[src/dp2p_pkg.sv]
package dp2p_pkg;

  // Field widths of the pixel, point and register data.
  localparam int DEPTH_W = 16;
  localparam int IDX_W   = 11;
  localparam int CTR_W   = 16;
  localparam int RECIP_W = 24;
  localparam int COORD_W = 24;

  // Number of register stages from an accepted pixel to the output register.
  localparam int STAGES = 4;

  // Fraction bits of depth * (Q.4 offset) * (Q0.24 reciprocal).
  localparam int FRAC_BITS = 28;

  // Configuration port.
  localparam int CFG_IDX_W  = 4;
  localparam int CFG_DATA_W = 24;

  // Register indexes.
  localparam logic [CFG_IDX_W-1:0] REG_FOCAL_X_RECIP = 4'd0;
  localparam logic [CFG_IDX_W-1:0] REG_FOCAL_Y_RECIP = 4'd1;
  localparam logic [CFG_IDX_W-1:0] REG_CENTER_X      = 4'd2;
  localparam logic [CFG_IDX_W-1:0] REG_CENTER_Y      = 4'd3;

  // Register reset values.
  localparam logic [RECIP_W-1:0] RECIP_RESET  = 24'd16777;
  localparam logic [CTR_W-1:0]   CENTER_RESET = 16'd0;

  typedef logic [DEPTH_W-1:0]        depth_t;
  typedef logic [IDX_W-1:0]          idx_t;
  typedef logic [CTR_W-1:0]          ctr_t;
  typedef logic [RECIP_W-1:0]        recip_t;
  typedef logic signed [COORD_W-1:0] coord_t;

endpackage

[src/dp2p_axis.sv]
module dp2p_axis
  import dp2p_pkg::*;
(
  input  logic   clk,
  input  logic   en,
  input  idx_t   idx,
  input  ctr_t   ctr,
  input  depth_t depth,
  input  recip_t recip,
  output coord_t coord
);

  localparam int DIFF_W  = CTR_W + 1;
  localparam int PROD1_W = CTR_W + DEPTH_W;
  localparam int PROD2_W = PROD1_W + RECIP_W;
  localparam int RND_W   = PROD2_W - FRAC_BITS + 1;
  localparam logic [RND_W-1:0] POS_LIM = RND_W'((1 << (COORD_W - 1)) - 1);
  localparam logic [RND_W-1:0] NEG_LIM = RND_W'(1 << (COORD_W - 1));

  logic [DIFF_W-1:0]  diff;
  logic [CTR_W-1:0]   mag;
  logic [RND_W-1:0]   rnd;
  coord_t             coord_nxt;

  logic [CTR_W-1:0]   mag_r;
  logic               neg1_r;
  depth_t             depth_r;
  logic [PROD1_W-1:0] prod1_r;
  logic               neg2_r;
  logic [PROD2_W-1:0] prod2_r;
  logic               neg3_r;
  coord_t             coord_r;

  // Stage 1: signed offset of the pixel from the principal point, in 1/16 pixel.
  always_comb begin
    diff = DIFF_W'({idx, 4'b0000}) - DIFF_W'(ctr);
    mag  = diff[DIFF_W-1] ? CTR_W'(-diff) : diff[CTR_W-1:0];
  end

  always_ff @(posedge clk) begin
    if (en) begin
      mag_r   <= mag;
      neg1_r  <= diff[DIFF_W-1];
      depth_r <= depth;
    end
  end

  // Stage 2: offset magnitude times depth.
  always_ff @(posedge clk) begin
    if (en) begin
      prod1_r <= PROD1_W'(mag_r) * PROD1_W'(depth_r);
      neg2_r  <= neg1_r;
    end
  end

  // Stage 3: times the focal reciprocal.
  always_ff @(posedge clk) begin
    if (en) begin
      prod2_r <= PROD2_W'(prod1_r) * PROD2_W'(recip);
      neg3_r  <= neg2_r;
    end
  end

  // Stage 4: round half away from zero, saturate, then apply the sign.
  always_comb begin
    rnd = RND_W'(prod2_r[PROD2_W-1:FRAC_BITS]) + RND_W'(prod2_r[FRAC_BITS-1]);
    if (neg3_r) begin
      if (rnd > NEG_LIM) begin
        rnd = NEG_LIM;
      end
      coord_nxt = coord_t'(-rnd);
    end else begin
      if (rnd > POS_LIM) begin
        rnd = POS_LIM;
      end
      coord_nxt = coord_t'(rnd);
    end
  end

  always_ff @(posedge clk) begin
    if (en) begin
      coord_r <= coord_nxt;
    end
  end

  assign coord = coord_r;

endmodule

[config.mk]
export PLATFORM = sky130hd
export DESIGN_NAME = dp2p_axis
export DESIGN_NICKNAME = d
export VERILOG_FILES = /design/src/dp2p_pkg.sv /design/src/dp2p_axis.sv
export SDC_FILE = /design/constraint.sdc
export NUM_CORES = 2
export LEC_CHECK = 0
export BUFFER_PORTS_ARGS = -buffer_cell sky130_fd_sc_hd__buf_2
export CORE_MARGIN = 5
export CORE_UTILIZATION = 60
export DETAILED_ROUTE_END_ITERATION = 10
export PLACE_DENSITY_LB_ADDON = 0.12
export SLEW_MARGIN = 10
export SYNTH_ARGS = -nofsm -noshare
export SYNTH_HDL_FRONTEND = slang
export SYNTH_SLANG_ARGS = --single-unit
[constraint.sdc]
create_clock -name clk -period 7.8 [get_ports clk]
set_input_delay 1.56 -clock clk [delete_from_list [all_inputs] [get_ports clk]]
set_output_delay 1.56 -clock clk [all_outputs]
set_load 0.05 [all_outputs]
==> results.txt <==
Post-route ant nets - 0
Cell family with the largest share of critical-path delay - adder cells
Synth Flop Type - edfxtp_1
R2R setup slack - 510 ps
Final instance area - 41400 um^2
Pre-CTS setup slack - -741 ps
Ys Warns - 0
Worst-margin pin slew - 1050 ps
Wirelength, routed - 92200 um
WL per Instance - 18.0 um
Worst R2R Start - prod1_r[8]$_DFFE_PP_
Area of placed instances - 40400 um^2
Core Box Area - 63000 um^2
Fill cells - 5302
Multi-input logic area - 30300 um^2
Max-slew headroom - 29.7%
CP Buf/Inv Count - 8
Netlist cell types - 70
CTS Buf Count - 17
First-pass GRT wire length - 154000 um
Syn-to-layout area delta - 8.76%
Worst reg2reg endpoint - prod2_r[49]$_DFFE_PP_
Maximum fanout along the worst path - 6
Count of final hold-check violations - 0
Port Buffers - 92
Post-route insts no fill - 5116
DRT Pass-1 Iters - 7
Seq/Total Area, Yosys - 9.47%
Most frequent cells in the layout - inv_1 (969), fa_1 (838), nand2_1 (593)
I/O pin cnt - 93
Layout cells sized above 1 - 8.90%
Clock slew at reported path FFs - 60 ps
Crit path DAT - 7860 ps
Num rows - 92
Worst EP required - 8010 ps
Mean Syn Cell Area - 9.21 um^2
H-tree Lvls - 4
Commonest non-fill, non-tap cell in the layout - inv_1
Starting Density - 60.5%
Register area - 3600 um^2
Ys async rst share - 0%
Max Cap Viol - 0
Crit path largest cell delay - 560 ps
Hold path startpoint - neg1_r$_DFFE_PP_
HPWL after DPL - 77600 um
Vias in the first global route - 29647
Clock Sinks - 120
Total grt overflow - 0
EDFF count, synth - 120
# placed instances - 5079
WS Path Type - input port to flop
Cell count of the worst hold path - 0
Final worst path period share - 98.0%
Final setup violation count - 0
Slowest CP cell - fa_1
All-Layer GR Usage - 28.3%
Synthesized flop and latch total - 120
Vias - 27567
Min Tclk post-route - 7640 ps
Critical Path Sink Type - flop
Syn Nets - 5351
Clk_skew - 18.1 ps
Drt drc - 0
DRT iter0 DRCs - 1523
Chip Width - 262 um
Hold Path Sink - neg2_r$_DFFE_PP_
Final worst slack - 157 ps
Hold buffers post-CTS - 0
Max Root-Sink Buffers - 2
Worst-skew pair later-pin latency - 470 ps
Min-delay worst type - flop to flop
Initial antenna violation count - 3
Netlist Area Pre-Place - 38100 um^2
Clock root buffer - clkbuf_16
CP dominant cell by count - fa_1
CTS tree - yes
Status - completed
Placer Congestion - 0.905
RSZ-0062 raised after global routing - yes
F_max - 131 MHz
Startpoint types - input port
Via density - 5.39
Pins Over Slew Limit - 0
Post-Synthesis Cells - 4134
Die area - 68600 um^2
Die height - 262 um
Reg2Reg Depth - 24
Largest net degree at the start of global routing - 79
# nets final - 5473
-- timing repair --
item,CTS,global route
pin swaps,3,54
hold endpoints to repair,0,0
resized for setup,15,85
buffers inserted,1,4
cloned,0,1
endpoints found under the setup margin,10,17
-- kinds of logic (layout without fill, tap and decap cells) --
family	after synthesis	in the layout	share of synthesized area (%)
xor+xnor	102	102	2.35
other cells	0	1	0
flops	120	120	9.47
mux	3	3	0.0789
compound gates	287	287	4.94
fa+ha+maj	1148	1148	54.5
simple gates	1320	1320	17.2
buf+inv	1154	1289	11.4
-- cell usage after synthesis, drive strengths merged, types with 3 or more instances --
library cell,number,area share (%)
inv,971,9.6
fa,851,45
nand2,595,5.9
and2,487,8.0
ha,297,9.8
clkbuf,174,1.7
edfxtp,120,9.5
a21oi,78,1.0
nor2,76,0.76
xnor2,75,1.7
o21ai,58,0.76
a21o,37,0.73
nand3,32,0.42
nor3,30,0.39
xor2,27,0.62
a211oi,23,0.45
nand4,18,0.31
nor2b,14,0.23
nor4,14,0.23
nand2b,12,0.20
o21bai,11,0.22
a22oi,9,0.18
a31oi,9,0.15
buf,9,0.14
o21a,9,0.18
o31ai,9,0.18
or3,9,0.15
and3,8,0.13
or2,8,0.13
and4,7,0.16
o2111ai,5,0.12
a21boi,4,0.079
a221oi,4,0.11
a31o,4,0.092
or4,4,0.089
a311oi,3,0.069
a41oi,3,0.069
mux2i,3,0.079
-- how the worst max path moves through the flow --
stage               cells after the start  startpoint  slack [ps]               endpoint
floorplan                              23    recip[0]         0.6  prod2_r[51]$_DFFE_PP_
global placement                       26    recip[5]        -630  prod2_r[49]$_DFFE_PP_
detailed placement                     26    recip[5]        -740  prod2_r[49]$_DFFE_PP_
CTS                                    27    recip[4]       -0.07  prod2_r[49]$_DFFE_PP_
global route                           27    recip[4]         -60  prod2_r[49]$_DFFE_PP_
finish                                 26    recip[4]         160  prod2_r[51]$_DFFE_PP_
-- per-layer routing --
layer  routed length [um]  track usage (%)  vias up
li1                     -                -    12556
met3                 6950             5.79       99
met1                39400             39.7    14100
met2                44100             46.4      810
met4                 1780             5.97        2
met5                   20                0        -
-- through the flow --
| step | utilization [%] | setup TNS (ps) | hold WS [ps] |
|---|---|---|---|
| floorplan | - | 0 | 400 |
| global placement | 64.2 | -9620 | 406 |
| detailed placement | 64.2 | -11540 | 406 |
| CTS | 65.2 | -0.0711 | 422 |
| global route | 65.7 | -134 | 428 |
| finish | 65.7 | 0 | 420 |
-- area by class of cell --
cell class | count | share of cell area [%]
Inverter | 971 | 8.80
Sequential cell | 120 | 8.70
Clock buffer | 17 | 1.03
Tap cell | 846 | 2.56
Antenna cell | 1 | 0.00604
Timing Repair Buffer | 286 | 5.24
Multi-Input combinational cell | 2860 | 73.3
Clock inverter | 15 | 0.369
-- registers in the layout, indices dropped and copies added, names as in the netlist --
register / cells
neg2_r: 1
depth_r: 16
neg3_r: 1
neg1_r: 1
coord: 24
mag_r: 16
prod1_r: 32
prod2_r: 29
Power is not shown: default switching activity piles up to over one toggle a cycle in this logic, so the estimate is an artifact.
